### config.mk
export PLATFORM = sky130hd
export DESIGN_NAME = in_order_completion_buffer
export DESIGN_NICKNAME = d
export VERILOG_FILES = /design/src/rtl/iocb_pkg.sv /design/src/rtl/iocb_store.sv /design/src/rtl/in_order_completion_buffer.sv
export SDC_FILE = /design/constraint.sdc
export NUM_CORES = 1
export LEC_CHECK = 0
export CAP_MARGIN = 30
export CORE_MARGIN = 1.5
export CORE_UTILIZATION = 40
export DETAILED_ROUTE_END_ITERATION = 12
export DONT_BUFFER_PORTS = 1
export PLACE_DENSITY_LB_ADDON = 0.15
export SLEW_MARGIN = 20
export SYNTH_ARGS = -nofsm -noshare
export SYNTH_HDL_FRONTEND = slang
export SYNTH_SLANG_ARGS = --single-unit
### constraint.sdc
create_clock -name i_clk -period 3.1 [get_ports i_clk]
set_input_delay 0.31 -clock i_clk [delete_from_list [all_inputs] [get_ports i_clk]]
set_output_delay 0.31 -clock i_clk [all_outputs]
set_load 0.01 [all_outputs]
### src/rtl/iocb_pkg.sv
`default_nettype none

package iocb_pkg;

    // Fixed widths of the item fields.
    localparam int unsigned RESP_ID_W = 8;
    localparam int unsigned EVENT_W   = 3;
    localparam int unsigned REQ_ID_W  = 8;

    // At most this many entries retire on one response beat.
    localparam int unsigned MAX_RESULTS = 16;
    localparam int unsigned RET_W       = 5;

    // Result event codes.
    localparam logic [EVENT_W-1:0] EV_ISSUED  = 3'd0;
    localparam logic [EVENT_W-1:0] EV_REFUSED = 3'd1;
    localparam logic [EVENT_W-1:0] EV_FULL    = 3'd2;
    localparam logic [EVENT_W-1:0] EV_RETIRED = 3'd3;
    localparam logic [EVENT_W-1:0] EV_UNKNOWN = 3'd4;

    // Input item modes.
    localparam logic MODE_ISSUE    = 1'b0;
    localparam logic MODE_RESPONSE = 1'b1;

    typedef struct packed {
        logic                 mode;
        logic                 is_write;
        logic                 port_accepted;
        logic [RESP_ID_W-1:0] response_id;
    } t_in_item;

    typedef struct packed {
        logic [EVENT_W-1:0]  event_res;
        logic [REQ_ID_W-1:0] request_id;
        logic                was_write;
        logic                last;
    } t_result;

endpackage : iocb_pkg

`default_nettype wire

### src/rtl/iocb_store.sv
`default_nettype none

module iocb_store #(
    parameter int unsigned DEPTH = 16,
    parameter int unsigned ID_W  = 8
) (
    input  wire logic                     i_clk,
    input  wire logic                     i_rst_n,
    input  wire logic                     i_wr_en,
    input  wire logic [$clog2(DEPTH)-1:0] i_wr_addr,
    input  wire logic [ID_W-1:0]          i_wr_id,
    input  wire logic                     i_wr_write,
    input  wire logic [$clog2(DEPTH)-1:0] i_rd_addr,
    output logic      [ID_W-1:0]          o_rd_id,
    output logic                          o_rd_write,
    input  wire logic                     i_set_en,
    input  wire logic [$clog2(DEPTH)-1:0] i_set_addr,
    input  wire logic                     i_clr_en,
    input  wire logic [$clog2(DEPTH)-1:0] i_clr_addr,
    input  wire logic [$clog2(DEPTH)-1:0] i_chk_a_addr,
    output logic                          o_chk_a,
    input  wire logic [$clog2(DEPTH)-1:0] i_chk_b_addr,
    output logic                          o_chk_b
);

    // Entry memory: write flag above the id, one word per slot.
    logic [ID_W:0]      r_mem [DEPTH];
    logic [ID_W:0]      r_rd_word;
    // Response-seen flags, one flip-flop per slot.
    logic [DEPTH-1:0]   r_matched;

    // Single write port and a registered read port.
    always_ff @(posedge i_clk) begin
        if (i_wr_en) begin
            r_mem[i_wr_addr] <= {i_wr_write, i_wr_id};
        end
        r_rd_word <= r_mem[i_rd_addr];
    end

    assign o_rd_id    = r_rd_word[ID_W-1:0];
    assign o_rd_write = r_rd_word[ID_W];

    // Flags are set on a match and cleared on retirement or a fresh write.
    always_ff @(posedge i_clk) begin
        if (!i_rst_n) begin
            r_matched <= '0;
        end else begin
            if (i_set_en) begin
                r_matched[i_set_addr] <= 1'b1;
            end
            if (i_clr_en) begin
                r_matched[i_clr_addr] <= 1'b0;
            end
            if (i_wr_en) begin
                r_matched[i_wr_addr] <= 1'b0;
            end
        end
    end

    assign o_chk_a = r_matched[i_chk_a_addr];
    assign o_chk_b = r_matched[i_chk_b_addr];

endmodule : iocb_store

`default_nettype wire

### src/rtl/in_order_completion_buffer.sv
`default_nettype none

// In-order completion buffer.
// An item is offered on i_item with start and taken on the clock edge where
// start is high and busy is low. An issue beat (mode 0) gives the request the
// next wrapping id and appends it to the queue unless the queue is full or the
// port refused it. A response beat (mode 1) marks the oldest unmatched entry
// with that id and then retires matched entries from the head in issue order.
// Every result is shown on o_result for exactly one cycle with o_valid high;
// o_result.last flags the final result of the item. The receiver cannot stall,
// so results are never held back.
// Flow: an issue beat's result is registered and appears in the cycle after
// the beat is taken, and busy stays low, so issues may follow back to back. A
// response walks the queue from the head through the single entry memory read
// port and one id comparator, each entry examined in S_SRD then S_SCMP, then
// retires each entry through S_RRD then S_ROUT; busy is high throughout. An
// unknown id is reported from S_SRD once every entry has been examined. A
// response whose entry is not at the head gives no result and ends in the
// following S_RRD state, once the head is seen unmatched.
// Reset empties the queue, clears all match flags and sets the next id to zero.

module in_order_completion_buffer #(
    parameter int unsigned QUEUE_DEPTH = 16,
    parameter int unsigned ID_BITS     = 8
) (
    input  wire logic              i_clk,
    input  wire logic              i_rst_n,
    input  wire logic              start,
    output logic                   busy,
    input  wire iocb_pkg::t_in_item i_item,
    output logic                   o_valid,
    output iocb_pkg::t_result      o_result
);

    localparam int unsigned IDX_W = $clog2(QUEUE_DEPTH);
    localparam int unsigned CNT_W = $clog2(QUEUE_DEPTH + 1);
    localparam int unsigned SUM_W = CNT_W + 1;
    localparam int unsigned RET_W = iocb_pkg::RET_W;

    typedef enum logic [4:0] {
        S_IDLE = 5'b00001,
        S_SRD  = 5'b00010,
        S_SCMP = 5'b00100,
        S_RRD  = 5'b01000,
        S_ROUT = 5'b10000
    } t_state;

    t_state              r_state, n_state;
    logic [IDX_W-1:0]    r_head, n_head;
    logic [CNT_W-1:0]    r_count, n_count;
    logic [ID_BITS-1:0]  r_next_id, n_next_id;
    logic [ID_BITS-1:0]  r_rid, n_rid;
    logic [CNT_W-1:0]    r_idx, n_idx;
    logic [IDX_W-1:0]    r_slot, n_slot;
    logic [RET_W-1:0]    r_nret, n_nret;
    logic                r_valid, n_valid;
    iocb_pkg::t_result   r_out, n_out;

    logic                accept;
    logic [SUM_W-1:0]    tail_sum;
    logic [IDX_W-1:0]    tail_slot;
    logic [IDX_W-1:0]    head_nx;
    logic [IDX_W-1:0]    slot_nx;
    logic [ID_BITS+7:0]  rid_wide;
    logic [ID_BITS+7:0]  next_id_wide;
    logic [ID_BITS+7:0]  rd_id_wide;
    logic [ID_BITS+7:0]  cur_rid_wide;
    logic [RET_W-1:0]    nret_inc;
    logic                more_ret;

    // Store interface.
    logic                st_wr_en;
    logic [IDX_W-1:0]    st_rd_addr;
    logic [ID_BITS-1:0]  st_rd_id;
    logic                st_rd_write;
    logic                st_set_en;
    logic                st_clr_en;
    logic [IDX_W-1:0]    st_chk_a_addr;
    logic                st_chk_a;
    logic                st_chk_b;

    assign accept = start && (r_state == S_IDLE);
    assign busy   = (r_state != S_IDLE);

    // Slot behind the newest entry, wrapped once at most.
    assign tail_sum  = SUM_W'(r_head) + SUM_W'(r_count);
    assign tail_slot = (tail_sum >= SUM_W'(QUEUE_DEPTH))
                     ? IDX_W'(tail_sum - SUM_W'(QUEUE_DEPTH))
                     : IDX_W'(tail_sum);

    assign head_nx = (r_head == IDX_W'(QUEUE_DEPTH - 1)) ? '0 : r_head + IDX_W'(1);
    assign slot_nx = (r_slot == IDX_W'(QUEUE_DEPTH - 1)) ? '0 : r_slot + IDX_W'(1);

    // Width adaption between the 8-bit id fields and the internal id width.
    assign rid_wide     = {{ID_BITS{1'b0}}, i_item.response_id};
    assign next_id_wide = {8'd0, r_next_id};
    assign rd_id_wide   = {8'd0, st_rd_id};
    assign cur_rid_wide = {8'd0, r_rid};

    // Whether another retirement follows the one being shown.
    assign nret_inc = r_nret + RET_W'(1);
    assign more_ret = (r_count > CNT_W'(1))
                   && (nret_inc < RET_W'(iocb_pkg::MAX_RESULTS))
                   && st_chk_b;

    assign st_rd_addr    = (r_state == S_RRD) ? r_head : r_slot;
    assign st_chk_a_addr = (r_state == S_SCMP) ? r_slot : r_head;

    // Sequencer: issue in one step, search then drain for a response.
    always_comb begin
        n_state   = r_state;
        n_head    = r_head;
        n_count   = r_count;
        n_next_id = r_next_id;
        n_rid     = r_rid;
        n_idx     = r_idx;
        n_slot    = r_slot;
        n_nret    = r_nret;
        n_valid   = 1'b0;
        n_out     = r_out;
        st_wr_en  = 1'b0;
        st_set_en = 1'b0;
        st_clr_en = 1'b0;

        unique case (r_state)
            S_IDLE: begin
                if (accept) begin
                    if (i_item.mode == iocb_pkg::MODE_ISSUE) begin
                        n_valid              = 1'b1;
                        n_out.request_id     = next_id_wide[7:0];
                        n_out.was_write      = i_item.is_write;
                        n_out.last           = 1'b1;
                        if (r_count == CNT_W'(QUEUE_DEPTH)) begin
                            n_out.event_res = iocb_pkg::EV_FULL;
                        end else begin
                            n_next_id = r_next_id + ID_BITS'(1);
                            if (!i_item.port_accepted) begin
                                n_out.event_res = iocb_pkg::EV_REFUSED;
                            end else begin
                                n_out.event_res = iocb_pkg::EV_ISSUED;
                                st_wr_en        = 1'b1;
                                n_count         = r_count + CNT_W'(1);
                            end
                        end
                    end else begin
                        n_rid   = rid_wide[ID_BITS-1:0];
                        n_idx   = '0;
                        n_slot  = r_head;
                        n_state = S_SRD;
                    end
                end
            end
            S_SRD: begin
                if (r_idx == r_count) begin
                    n_valid          = 1'b1;
                    n_out.event_res  = iocb_pkg::EV_UNKNOWN;
                    n_out.request_id = cur_rid_wide[7:0];
                    n_out.was_write  = 1'b0;
                    n_out.last       = 1'b1;
                    n_state          = S_IDLE;
                end else begin
                    n_state = S_SCMP;
                end
            end
            S_SCMP: begin
                if (!st_chk_a && (st_rd_id == r_rid)) begin
                    st_set_en = 1'b1;
                    n_nret    = '0;
                    n_state   = S_RRD;
                end else begin
                    n_idx   = r_idx + CNT_W'(1);
                    n_slot  = slot_nx;
                    n_state = S_SRD;
                end
            end
            S_RRD: begin
                if ((r_count != '0) && (r_nret < RET_W'(iocb_pkg::MAX_RESULTS))
                    && st_chk_a) begin
                    n_state = S_ROUT;
                end else begin
                    n_state = S_IDLE;
                end
            end
            S_ROUT: begin
                n_valid          = 1'b1;
                n_out.event_res  = iocb_pkg::EV_RETIRED;
                n_out.request_id = rd_id_wide[7:0];
                n_out.was_write  = st_rd_write;
                n_out.last       = !more_ret;
                st_clr_en        = 1'b1;
                n_head           = head_nx;
                n_count          = r_count - CNT_W'(1);
                n_nret           = nret_inc;
                n_state          = more_ret ? S_RRD : S_IDLE;
            end
            default: begin
                n_state = S_IDLE;
            end
        endcase
    end

    // Control registers.
    always_ff @(posedge i_clk) begin
        if (!i_rst_n) begin
            r_state   <= S_IDLE;
            r_head    <= '0;
            r_count   <= '0;
            r_next_id <= '0;
            r_valid   <= 1'b0;
        end else begin
            r_state   <= n_state;
            r_head    <= n_head;
            r_count   <= n_count;
            r_next_id <= n_next_id;
            r_valid   <= n_valid;
        end
    end

    // Working and result payload registers.
    always_ff @(posedge i_clk) begin
        r_rid  <= n_rid;
        r_idx  <= n_idx;
        r_slot <= n_slot;
        r_nret <= n_nret;
        r_out  <= n_out;
    end

    assign o_valid  = r_valid;
    assign o_result = r_out;

    iocb_store #(
        .DEPTH (QUEUE_DEPTH),
        .ID_W  (ID_BITS)
    ) u_store (
        .i_clk        (i_clk),
        .i_rst_n      (i_rst_n),
        .i_wr_en      (st_wr_en),
        .i_wr_addr    (tail_slot),
        .i_wr_id      (r_next_id),
        .i_wr_write   (i_item.is_write),
        .i_rd_addr    (st_rd_addr),
        .o_rd_id      (st_rd_id),
        .o_rd_write   (st_rd_write),
        .i_set_en     (st_set_en),
        .i_set_addr   (r_slot),
        .i_clr_en     (st_clr_en),
        .i_clr_addr   (r_head),
        .i_chk_a_addr (st_chk_a_addr),
        .o_chk_a      (st_chk_a),
        .i_chk_b_addr (head_nx),
        .o_chk_b      (st_chk_b)
    );

    // The queue never holds more entries than it has slots.
    assert property (@(posedge i_clk) disable iff (!i_rst_n)
        r_count <= CNT_W'(QUEUE_DEPTH))
        else $error("entry count exceeds queue depth");

    // An accepted beat either starts a search or gives its result at once.
    assert property (@(posedge i_clk) disable iff (!i_rst_n)
        accept |=> (busy || o_valid))
        else $error("accepted beat neither busy nor answered");

    // Only retirements may be followed by further results of the same beat.
    assert property (@(posedge i_clk) disable iff (!i_rst_n)
        (o_valid && !o_result.last) |-> (busy && (o_result.event_res == iocb_pkg::EV_RETIRED)))
        else $error("non-final result that is not a retirement");

    // Every retirement removes exactly one entry.
    assert property (@(posedge i_clk) disable iff (!i_rst_n)
        (r_state == S_ROUT) |=> (r_count == $past(r_count) - CNT_W'(1)))
        else $error("retirement did not shrink the queue by one");

endmodule : in_order_completion_buffer

`default_nettype wire

* Yosys cells after proc, flatten, opt, wreduce, memory -nomap -nowiden
Memories as Yosys holds them, arrays and structs flattened. A register that Yosys moved wholly into a read port is not among the register bits.
Cells that the tools add are included.
Widths: inputs -> output; s select.
** Word-level totals
- Memory bits (read-only) :: 0
- Latch bits :: 0
- Input port bits :: 14
- Output and inout bits :: 15
- Memory bits (writable) :: 144
- Memories :: 1
- Logic and storage cells :: 147
- Flip-flop bits (word level) :: 74
** Cells by class
- Muxes and demuxes :: 62
- $mul :: 0
- Magnitude comparators :: 12
- Shift-type cells :: 0
- Equality and inequality tests :: 19
- Add/subtract/negate cells :: 9
- Bitwise logic cells :: 7
- Divide/modulo/power cells :: 0
- Reductions and logical operators :: 23
** Memory list
- u_store.r_mem :: words 16, width 9, rd ports 1, clocked after Yosys merged registers in 1, write ports 1, line iocb_store.sv:27 : logic [ID_W:0] r_mem [DEPTH];
** Operators with widths (count)
- $mux 16 :: 5
- $mux 5 :: 11
- $mux 4 :: 10
- $mux 13 :: 3
- $pmux 13 s3 :: 1
- $and 16x16->16 :: 2
- $not 16->16 :: 2
- $pmux 5 s2 :: 3
- $lt 4x5->1 const B :: 5
- $pmux 5 s5 :: 1
- $mux 1 :: 19
- $or 16x16->16 :: 1
- $add 5x1->5 const B :: 3
- $ne 2x2->1 const B :: 7
- $demux 1 s4 :: 3
- $ge 4x1->1 const B :: 3
- $reduce_and 4->1 :: 3
- $eq 5x5->1 const B :: 2
- $lt 5x5->1 const B :: 2
- $logic_and 1x1->1 :: 9
- $add 4x1->4 const B :: 2
- $add 8x1->8 const B :: 1
- $bmux 1 s4 :: 2
- $eq 4x4->1 const B :: 2
- other kinds (25) :: 30

* Depth between registers and ports, before layout
Gate-level depths: netlist (run 1).
- Word-level depth :: 15
- Gate-level depth with buffers :: 11
- Mapped depth without buffers :: 9

* Hierarchy
Synthesis (run 1) repeated with hierarchy kept, for this count alone.
** Unflattened totals
- Cell total of the unflattened synthesis :: 675
- Area, all modules :: 9955.8 um^2
** By module, submodules not included
- iocb_store :: times used 1, cells each 348, area an instance 6688.9 um^2, seq. area each 4824.6 um^2
- in_order_completion_buffer :: times used 1, cells each 327, area an instance 3266.9 um^2, seq. area each 1511.4 um^2

* Worst setup path before layout (run 1)
OpenSTA, ideal clock, no wires.
- Kind :: register -> register
- From :: register r_state[1]
- To :: memory u_store.r_mem[3][0] (netlist name), enable pin
- Path buffers :: 2
- Arrival :: 2.360 ns
- Setup time :: 0.376 ns
- Stages on the path, launching flop included :: 8
- Data required time :: 2.724 ns
- Clock period less this slack :: 2.736 ns
- Setup slack :: 0.364 ns
- Path through :: dfxtp_1 -> buf_6 -> or3_1 -> buf_2 -> or4b_4 -> nor3b_4 -> nand3_1 -> nor2_1
** On the way
- Word-level cells in the longest chain between the ends :: 6
** RTL lines
- start: declaration :: line in_order_completion_buffer.sv:48 : t_state r_state, n_state;
- start signal: assignment :: line in_order_completion_buffer.sv:211 : r_state <= n_state;
- $eq 5x1->1 (*) :: line in_order_completion_buffer.sv:82, in_order_completion_buffer.sv:125
- $logic_and 1x1->1 :: line in_order_completion_buffer.sv:82 : assign accept = start && (r_state == S_IDLE);
- $mux 1 :: line in_order_completion_buffer.sv:127 : if (accept) begin
- $mux 1 (*) :: line in_order_completion_buffer.sv:125 : unique case (r_state)
- $mux 1 (*) :: line iocb_store.sv:34 : if (i_wr_en) begin
- $mux 1 (implied by the code) (*) :: line iocb_store.sv:35 : r_mem[i_wr_addr] <= {i_wr_write, i_wr_id};
- end: declaration :: line iocb_store.sv:27
Mark *: on every way between the ends. The rest lies on a longest branch, timed or not.

* Final worst setup path (run 1)
- From :: register r_state[3]
- To :: register r_slot[0], enable pin
** On the way
- Word-level cells in the longest chain between the ends :: 8
- Elaborated cells between the ends (all ways) :: 13
- Classes of those cells :: eq/ne: 5; mux: 3; reduce/logical: 5
** RTL lines
- $eq 5x3->1 :: line in_order_completion_buffer.sv:107, in_order_completion_buffer.sv:125
- $mux 4 :: line in_order_completion_buffer.sv:107 : assign st_chk_a_addr = (r_state == S_SCMP) ? r_slot : r_head;
- $bmux 1 s4 :: line iocb_store.sv:60 : assign o_chk_a = r_matched[i_chk_a_addr];
- $mux 1 (implied by the code) :: line iocb_store.sv:60
- $logic_not 1->1 :: line in_order_completion_buffer.sv:166 : if (!st_chk_a && (st_rd_id == r_rid)) begin
- $logic_and 1x1->1 :: line in_order_completion_buffer.sv:166
- $ne 2x2->1 (no source line)
- $reduce_and 4->1 (no source line) (*)
- end signal: assignment :: line in_order_completion_buffer.sv:223 : r_slot <= n_slot;
- end: declaration :: line in_order_completion_buffer.sv:54 : logic [IDX_W-1:0] r_slot, n_slot;
Mark *: on every way between the ends. The rest lies on a longest branch, timed or not. The select of a mux whose other input is x is not followed.
A chain may end at the register's enable or synchronous reset.

==> results.ini, run 1 <==
[cells_and_area]
finalNetCount=954
diodes=0
seq_area_um2=6336
multi_input_area_um2=3826
area_growth_pct=16.30
drive_gt1_share_pct=12.96
nFillCells=2243

[grt]
grt_pass1_vias=7156
grt_pass1_wl_um=43090
antenna_found_initial=0
grt_overflow=0
grt_start_max_net_pins=72
grt_util_all_layers_pct=21.27

[power_and_ir_drop]
p_leak_nw=4.547
max-vdd-ir-drop_v=0.0003735
power_density_nw_per_um2=533.7

[setup_path]
slowest_delay_ps=510
worstPathArrival_ps=3180
slowest_stage=a311oi_1
start_kind=flop
crit_path_cell_trace=nor3_4 -> nand2_1 -> mux2i_1 -> a311oi_1 -> nor2b_1 -> and3_1 -> nor2_4
path_class=reg -> reg
critPathMaxFanout=10
cp.required_ps=3290
critPathTopFamily=simple AND/OR/NAND/NOR gates
path_buf_inv=0
cp-end-kind=flop

[place]
place_congestion=0.9455
port_buffers=0
dp_hpwl_um=19860
dp_slack_ps=-310.8

[logic_synthesis]
ys_seq_area_share_pct=61.12
ys_top_cells_by_area=edfxtp_1, dfxtp_1, mux2i_1
async_reset_ff_share_pct=0
syn-instance-count=862
ys_types=64
synth-edff-count=179
yosys.area.top_type_share_pct=51.85
yosys_warnings=0
synthTopCellsByCount=edfxtp_1, nand2_1, mux2i_1
syn_area_um2=10370
synth_seq_cells=227
syn_area_per_cell_um2=12.03
synth.most_common_cell=edfxtp_1
synth_largest_area_cell=edfxtp_1
synth_ff_type=edfxtp_1
syn_nets=894

[timing]
hold_viol_final=0
slew_headroom_pct=46.96
setup_viol_count_final=0
timing.fmax_mhz=334.2
slew_viol_final=0
setup_tns_ps=0
fin_ws_ps=107.9
finalClockSkew_ps=24.29
min_period_over_period_pct=96.52
fin_crit_ps=2992
tightest_slew_ps=785.7

[floorplan]
io_pins=29
die_h_um=164.0
coreArea_um2=25330
die_x_um=164.0
die-area_um2=26890
start_util_pct=40.93
rows=58

[cts]
cts.sinks=227
clk_pin_slew_worst_paths_ps=60
clk_path_buf_depth=3
cts_tree=done
clk_latency_ps=520
cts_buffers=25
htreeDepth=1
cts_root_buf=clkbuf_16

[routing]
avgRoutedWirePerCell_um=22.26
routed_via_density=5.649
drtPass1Iterations=6
drtIter0Drc=745
antenna_left=0
drc=0
vias=7180
routed_wl_um=28290

[status]
outcome=completed

[hold_path]
hp-class=in -> reg

[flow_run]
max_cap_violations=0

-- metal layers --
| metal | vias up | global-route usage [%] | share of wire [%] |
|---|---|---|---|
| li1 | 3344 | - | - |
| met1 | 3577 | 29.07 | 45 |
| met2 | 218 | 36.11 | 49 |
| met3 | 41 | 2.677 | 4.3 |
| met4 | 0 | 4.752 | 1.8 |
| met5 | - | 0 | 0 |
-- power by group --
part / internal, mW / switching, mW / total (mW)
Sequential: 3.30 / 0.0351 / 3.33
Clock: 1.68 / 1.16 / 2.84
Combinational: 0.102 / 0.164 / 0.266
-- stage by stage --
step	cells	instance area (um2)	utilization, %	total power, mW	hold slack (ps)
after detailed placement	1210	11100	43.83	3.638	408.9
after global placement	1210	11100	43.83	3.633	408.9
final	1271	12060	47.61	6.435	40.13
after global routing	1271	12060	47.61	6.632	10.28
after CTS	1271	12040	47.54	6.477	19.54
after floorplan	862	10370	-	3.557	408.9
-- area by class of cell --
class                           count  area share [%]
Clock buffer                       35           5.583
Clock inverter                     11          0.8613
Inverter                           16          0.4981
Multi-Input combinational cell    573           31.73
Sequential cell                   227           52.55
Tap cell                          330           3.424
Timing Repair Buffer               79           5.354
-- logic make-up (layout without fill, tap and decap cells) --
kind of cell / after synthesis / after routing / share of synthesized area, %
AOI/OAI and AO/OA: 148 / 148 / 9.389
xor gates and xnor gates: 38 / 38 / 3.210
adders and majority gates: 18 / 18 / 2.245
buffers and inverters: 62 / 141 / 2.558
DFF: 227 / 227 / 61.12
muxes: 80 / 80 / 7.965
and+or+nand+nor: 289 / 289 / 13.52
-- worst paths after layout --
path | end | cells after the start | slack (ps) | from
hold / removal | o_result[1] | 1 | 40 | i_item[9]
setup / recovery | r_slot[0] | 7 | 110 | r_state[3]
hold reg to reg | u_store.r_matched[13] | 2 | 550 | u_store.r_matched[13]
setup reg to reg | r_slot[0] | 7 | 110 | r_state[3]
-- state kept, by name, indices dropped and copies added (netlist names), 5 cells and up --
signal	flops
u_store.r_mem	144
u_store.r_matched	16
o_result	13
u_store.r_rd_word	9
r_next_id	8
r_rid	8
r_count	5
r_idx	5
r_nret	5
r_state	5
-- what timing repair did --
| item | 4_1_cts | 5_1_grt |
|---|---|---|
| hold buffers | 11 | 0 |
| hold endpoints to repair | 43 | 0 |
| gates resized for setup | 3 | 3 |
| endpoints found under the setup margin | 17 | 23 |
| setup buffers | 4 | 0 |
-- layout by cell type, fill, tap and decap left out, types with 18 or more instances in the layout --
master,Yosys,layout
xnor2_1,20,20
nand2b_1,18,18
nor2_1,71,70
buf_4,2,66
edfxtp_1,179,179
mux2i_1,78,74
dfxtp_1,48,48
o21ai_0,34,34
clkbuf_16,0,25
nor3_1,22,22
a21oi_1,36,36
nand3_1,41,40
xor2_1,18,18
nand2_1,86,86
Power figures use the tool's default switching activity.
==> inputs of run 2 (changes only) <==
--- a/config.mk
+++ b/config.mk
@@ -6,8 +6,7 @@
 export NUM_CORES = 1
 export LEC_CHECK = 0
 export CAP_MARGIN = 30
-export CORE_MARGIN = 1.5
-export CORE_UTILIZATION = 40
+export CORE_UTILIZATION = 35
 export DETAILED_ROUTE_END_ITERATION = 12
 export DONT_BUFFER_PORTS = 1
 export PLACE_DENSITY_LB_ADDON = 0.15
==> results.ini, run 2 (synthesis gave the netlist of run 1 again) <==
[status]
outcome=completed

[power_and_ir_drop]
power_density_nw_per_um2=554.6  ; +3.9%
p_comb_share_pct=4.0  ; about the same
seq_power_share_pct=49.4  ; -2.4 points
sw_frac_of_total_pct=21.80  ; +0.69 points
p_sw_mw=1.471  ; +8.3%
p_leak_nw=4.560  ; +0.29%
p_int_mw=5.278  ; +4.0%
p_clk_share_pct=46.6  ; +2.5 points
max-vdd-ir-drop_v=0.0003529  ; -5.5%

[grt]
grt_pass1_wl_um=43140  ; +0.11%
grt_overflow=0  ; unchanged
grt_start_max_net_pins=33  ; -54%
grt_pass1_vias=6834  ; -4.5%
antenna_found_initial=0  ; unchanged
grt_util_all_layers_pct=18.96  ; -2.3 points

[timing]
min_period_over_period_pct=94.73  ; -1.8 points
fin_worst_hold_slack_ps=151.8  ; +111.7 ps
tightest_slew_ps=928.9  ; +143.2 ps
slew_headroom_pct=37.29  ; -9.7 points
fin_crit_ps=2937  ; -55.52 ps
setup_viol_count_final=0  ; unchanged
finalClockSkew_ps=15.89  ; -8.397 ps
setup_tns_ps=0  ; unchanged
hold_viol_final=0  ; unchanged
slew_viol_final=0  ; unchanged
timing.fmax_mhz=340.5  ; +1.9%
rsz0062_at_grt=no

[setup_path]
worstPathArrival_ps=3180  ; about the same
crit_path_cell_trace=or3_1 -> or4b_4 -> nor3b_4 -> nand3_1 -> nor2_1 -> buf_4
cp-end-kind=flop
slowest_delay_ps=590  ; +80 ps
critPathMaxFanout=9  ; -1
path_class=reg -> reg
cp.required_ps=3340  ; +50 ps
slowest_stage=or4b_4
start_kind=flop

[place]
port_buffers=0  ; unchanged
dp_hpwl_um=19630  ; -1.2%
place_congestion=0.9075  ; -4.0%

[cts]
cts.sinks=227  ; unchanged
clk_pin_slew_worst_paths_ps=60  ; about the same
cts_root_buf=clkbuf_16
clk_latency_ps=540  ; +20 ps
post_cts_buffers=0  ; -4
cts_tree=done
htreeDepth=1  ; unchanged
clk_path_buf_depth=3  ; unchanged
cts_buffers=26  ; +4.0%

[cells_and_area]
finalNetCount=950  ; -0.42%
final_common_cell=edfxtp_1
mostFrequentLayoutCells=edfxtp_1, nand2_1, mux2i_1
area_growth_pct=17.38
diodes=0  ; unchanged
largest_register=u_store.r_mem
drive_gt1_share_pct=12.58  ; -0.38 points
largest_reg_flops=144  ; unchanged

[floorplan]
die-area_um2=30310  ; +13%
coreArea_um2=28940  ; +14%
io_pins=29  ; unchanged
die_h_um=174.1  ; +6.2%
start_util_pct=35.83  ; -5.1 points
rows=62  ; +6.9%
die_x_um=174.1  ; +6.2%

[routing]
drtIter0Drc=880  ; +18%
antenna_left=0  ; unchanged
drc=0  ; unchanged
avgRoutedWirePerCell_um=21.70  ; -2.5%
routed_wl_um=28680  ; +1.4%
drtPass1Iterations=5  ; -1
vias=7086  ; -1.3%
routed_via_density=5.360  ; -5.1%

[hold_path]
hp-class=in -> reg

[flow_run]
max_cap_violations=0  ; unchanged

==> run 2: cell types whose count changed in the layout (fill, tap and decap cells not counted), moves of 2 or more <==
cell / previous run / this run
bufinv_16: 2 / 4
clkbuf_1: 9 / 5
clkinv_1: 4 / 6
clkinv_2: 4 / 2
clkinvlp_4: 0 / 2
buf_4: 66 / 60
==> run 2: final cells by class <==
| type | instances | area [um2] |
|---|---|---|
| clock inverters | 17 | 201.4 |
| inverters | 16 | 60.06 |
| well taps | 384 | 480.5 |
| clock buffers | 31 | 669.4 |
| fillers | 2707 | 16770 |
| flip-flops and latches | 227 | 6336 |
| multi-input cells | 573 | 3801 |
| repair buffers | 74 | 620.6 |
==> run 2: power groups by stage <==
stage	clock network (mW)	logic, mW	registers, mW
6_report	3.15	0.271	3.33
5_1_grt	3.32	0.295	3.33
4_1_cts	3.21	0.273	3.33
3_5_place_dp	0	0.253	3.40
3_3_place_gp	0	0.253	3.40
2_1_floorplan	0	0.169	3.39
==> run 2: final timing paths <==
check                                start                   to  slack, ps  cells after the start
worst max-delay path            r_state[3]  u_store.r_mem[1][6]        160                      6
worst min-delay path             i_item[8]           r_count[1]        150                      3
worst max register to register  r_state[3]  u_store.r_mem[1][6]        160                      6
worst min register to register   r_head[1]            r_head[1]        510                      2
==> run 2: stage by stage <==
stage | setup WS (ps) | cells | utilization, % | area (um2) | power (mW)
final | 163.4 | 1322 | 42.06 | 12170 | 6.749
after global routing | 46.97 | 1322 | 42.06 | 12170 | 6.948
after CTS | 129.3 | 1322 | 42.05 | 12170 | 6.811
after detailed placement | 118.2 | 1263 | 38.66 | 11190 | 3.649
after global placement | 158.7 | 1263 | 38.66 | 11190 | 3.651
after floorplan | 363.8 | 862 | - | 10370 | 3.557
==> run 2: critical path: cells and delay by family (launching register included) <==
family        cells  cell delay (ps)
buf+inv           1              250
simple gates      5             2020
flops             1              380
==> run 2: timing repair <==
item	in CTS	in global routing
hold buffers	11	0
gates resized for setup	0	1
endpoints found under the setup margin	0	9
hold endpoints to repair	44	0
==> run 2: per-layer routing <==
metal | wire length [um] | GRT usage (%)
met1 | 12940 | 26.22
met2 | 13440 | 31.15
met3 | 1516 | 2.778
met4 | 784 | 4.788
met5 | 0 | 0
==> inputs of run 3 (changes only) <==
--- a/config.mk
+++ b/config.mk
@@ -7,6 +7,7 @@
 export LEC_CHECK = 0
 export CAP_MARGIN = 30
 export CORE_UTILIZATION = 35
+export CTS_BUF_LIST = sky130_fd_sc_hd__clkbuf_16
 export DETAILED_ROUTE_END_ITERATION = 12
 export DONT_BUFFER_PORTS = 1
 export PLACE_DENSITY_LB_ADDON = 0.15
==> results.ini, run 3 (synthesis gave the netlist of run 1 again) <==
[grt]
grt_pass1_vias=6831  ; -0.044%
grt_pass1_wl_um=43140  ; unchanged
antenna_found_initial=0  ; unchanged
grt_overflow=0  ; unchanged
grt_util_all_layers_pct=18.96  ; unchanged
grt_start_max_net_pins=33  ; unchanged

[cells_and_area]
final_common_cell=edfxtp_1
mostFrequentLayoutCells=edfxtp_1, nand2_1, mux2i_1
fin_area_um2=12170  ; unchanged
area_growth_pct=17.38  ; unchanged
drive_gt1_share_pct=12.58  ; unchanged
multi_input_area_um2=3801  ; unchanged
largest_register=u_store.r_mem
largest_reg_flops=144  ; unchanged
nFillCells=2707  ; unchanged
seq_area_um2=6336  ; unchanged
diodes=0  ; unchanged
finalNetCount=950  ; unchanged

[routing]
antenna_left=0  ; unchanged
drc=0  ; unchanged
routed_via_density=5.374  ; +0.27%
vias=7105  ; +0.27%
drtPass1Iterations=5  ; unchanged
routed_wl_um=28650  ; -0.13%
avgRoutedWirePerCell_um=21.67  ; -0.13%
drtIter0Drc=776  ; -12%

[floorplan]
die_h_um=174.1  ; unchanged
die_x_um=174.1  ; unchanged
coreArea_um2=28940  ; unchanged
start_util_pct=35.83  ; unchanged
io_pins=29  ; unchanged
rows=62  ; unchanged
die-area_um2=30310  ; unchanged

[setup_path]
critPathTopFamily=simple AND/OR/NAND/NOR gates
crit_path_start=r_state[3]
ff2ff_setup_slack_ps=140  ; -30 ps
cp-end-kind=flop
path_class=reg -> reg
path_depth=6  ; unchanged
reg2reg_to=u_store.r_mem[1][0]
slowest_stage=or4b_4
slowest_delay_ps=590  ; about the same
rr_worst_depth=6  ; unchanged
critPathMaxFanout=9  ; unchanged
path_buf_inv=1  ; unchanged
endpoint=u_store.r_mem[1][0]
regToRegStartpoint=r_state[3]
crit_path_cell_trace=or3_1 -> or4b_4 -> nor3b_4 -> nand3_1 -> nor2_1 -> buf_4
worstPathArrival_ps=3210  ; +30 ps
cp.required_ps=3350  ; about the same
start_kind=flop

[place]
place_area_um2=11190  ; unchanged
place_congestion=0.9075  ; unchanged
dp_hpwl_um=19630  ; unchanged
port_buffers=0  ; unchanged

[status]
outcome=completed

[cts]
post_cts_buffers=0  ; unchanged
cts_buffers=26  ; unchanged
cts_tree=done
clk_path_buf_depth=3  ; unchanged
clk_pin_slew_worst_paths_ps=60  ; about the same
cts.sinks=227  ; unchanged
clk_latency_ps=540  ; about the same
htreeDepth=1  ; unchanged
cts_root_buf=clkbuf_16

[hold_path]
hp-class=in -> reg

[power_and_ir_drop]
p_leak_nw=4.581  ; +0.45%
power_density_nw_per_um2=553.2  ; -0.26%
max-vdd-ir-drop_v=0.0003529  ; about the same

[timing]
fin_worst_hold_slack_ps=149.1  ; -2.698 ps
slew_viol_final=0  ; unchanged
finalClockSkew_ps=17.85  ; +1.963 ps
rsz0062_at_grt=no
slew_headroom_pct=35.19  ; -2.1 points
fin_crit_ps=2962  ; +25.31 ps
setup_tns_ps=0  ; unchanged
tightest_slew_ps=968.9  ; +40.00 ps
timing.fmax_mhz=337.6  ; -0.85%
min_period_over_period_pct=95.55  ; +0.82 points
setup_viol_count_final=0  ; unchanged
hold_viol_final=0  ; unchanged

[flow_run]
max_cap_violations=0  ; unchanged

run 3: how the worst min path moves through the flow:
| stage | from | end | slack [ps] | cells after the start |
|---|---|---|---|---|
| after floorplan | i_item[0] | r_rid[0] | 410 | 0 |
| after global placement | i_item[7] | r_rid[7] | 410 | 0 |
| after detailed placement | i_item[0] | r_rid[0] | 410 | 0 |
| after CTS | i_item[8] | r_count[1] | 140 | 3 |
| after global routing | i_item[8] | r_count[1] | 150 | 3 |
| final | i_item[8] | r_count[1] | 150 | 3 |
run 3: per-stage QoR:
step / utilization (%) / cells / worst slack, ps / total power [mW]
4_1_cts: 42.05 / 1322 / 128.8 / 6.795
3_3_place_gp: 38.66 / 1263 / 158.7 / 3.651
5_1_grt: 42.06 / 1322 / 46.73 / 6.933
3_5_place_dp: 38.66 / 1263 / 118.2 / 3.649
6_report: 42.06 / 1322 / 138.1 / 6.732
2_1_floorplan: - / 862 / 363.8 / 3.557
run 3: tightest hold or removal path, stage by stage:
cell and delay (ps):
nand2_1 90, a31oi_1 100, a21oi_1 130
run 3: power by group:
group,internal [mW],leakage (nW),switching (mW)
combinational,0.101,1.92,0.170
sequential,3.30,2.23,0.0346
clock,1.86,0.437,1.27
run 3: metal layers:
layer / global-route usage (%) / part of all wire (%) / wire length [um]
met2: 31.15 / 47 / 13440
met3: 2.778 / 5.2 / 1502
met5: 0 / 0 / 0
met4: 4.788 / 2.7 / 768
met1: 26.22 / 45 / 12930
run 3: what timing repair did:
| item | in CTS | in global routing |
|---|---|---|
| endpoints found under the hold margin | 44 | 0 |
| gates resized for setup | 0 | 1 |
| hold buffers | 11 | 0 |
| setup endpoints to repair | 0 | 9 |
run 3: area by class of cell:
cell class	instances	share of cell area [%]
inverters	16	0.4935
repair buffers	74	5.100
clock buffers	26	5.346
multi-input cells	573	31.24
flip-flops and latches	227	52.07
well taps	384	3.948
clock inverters	22	1.810
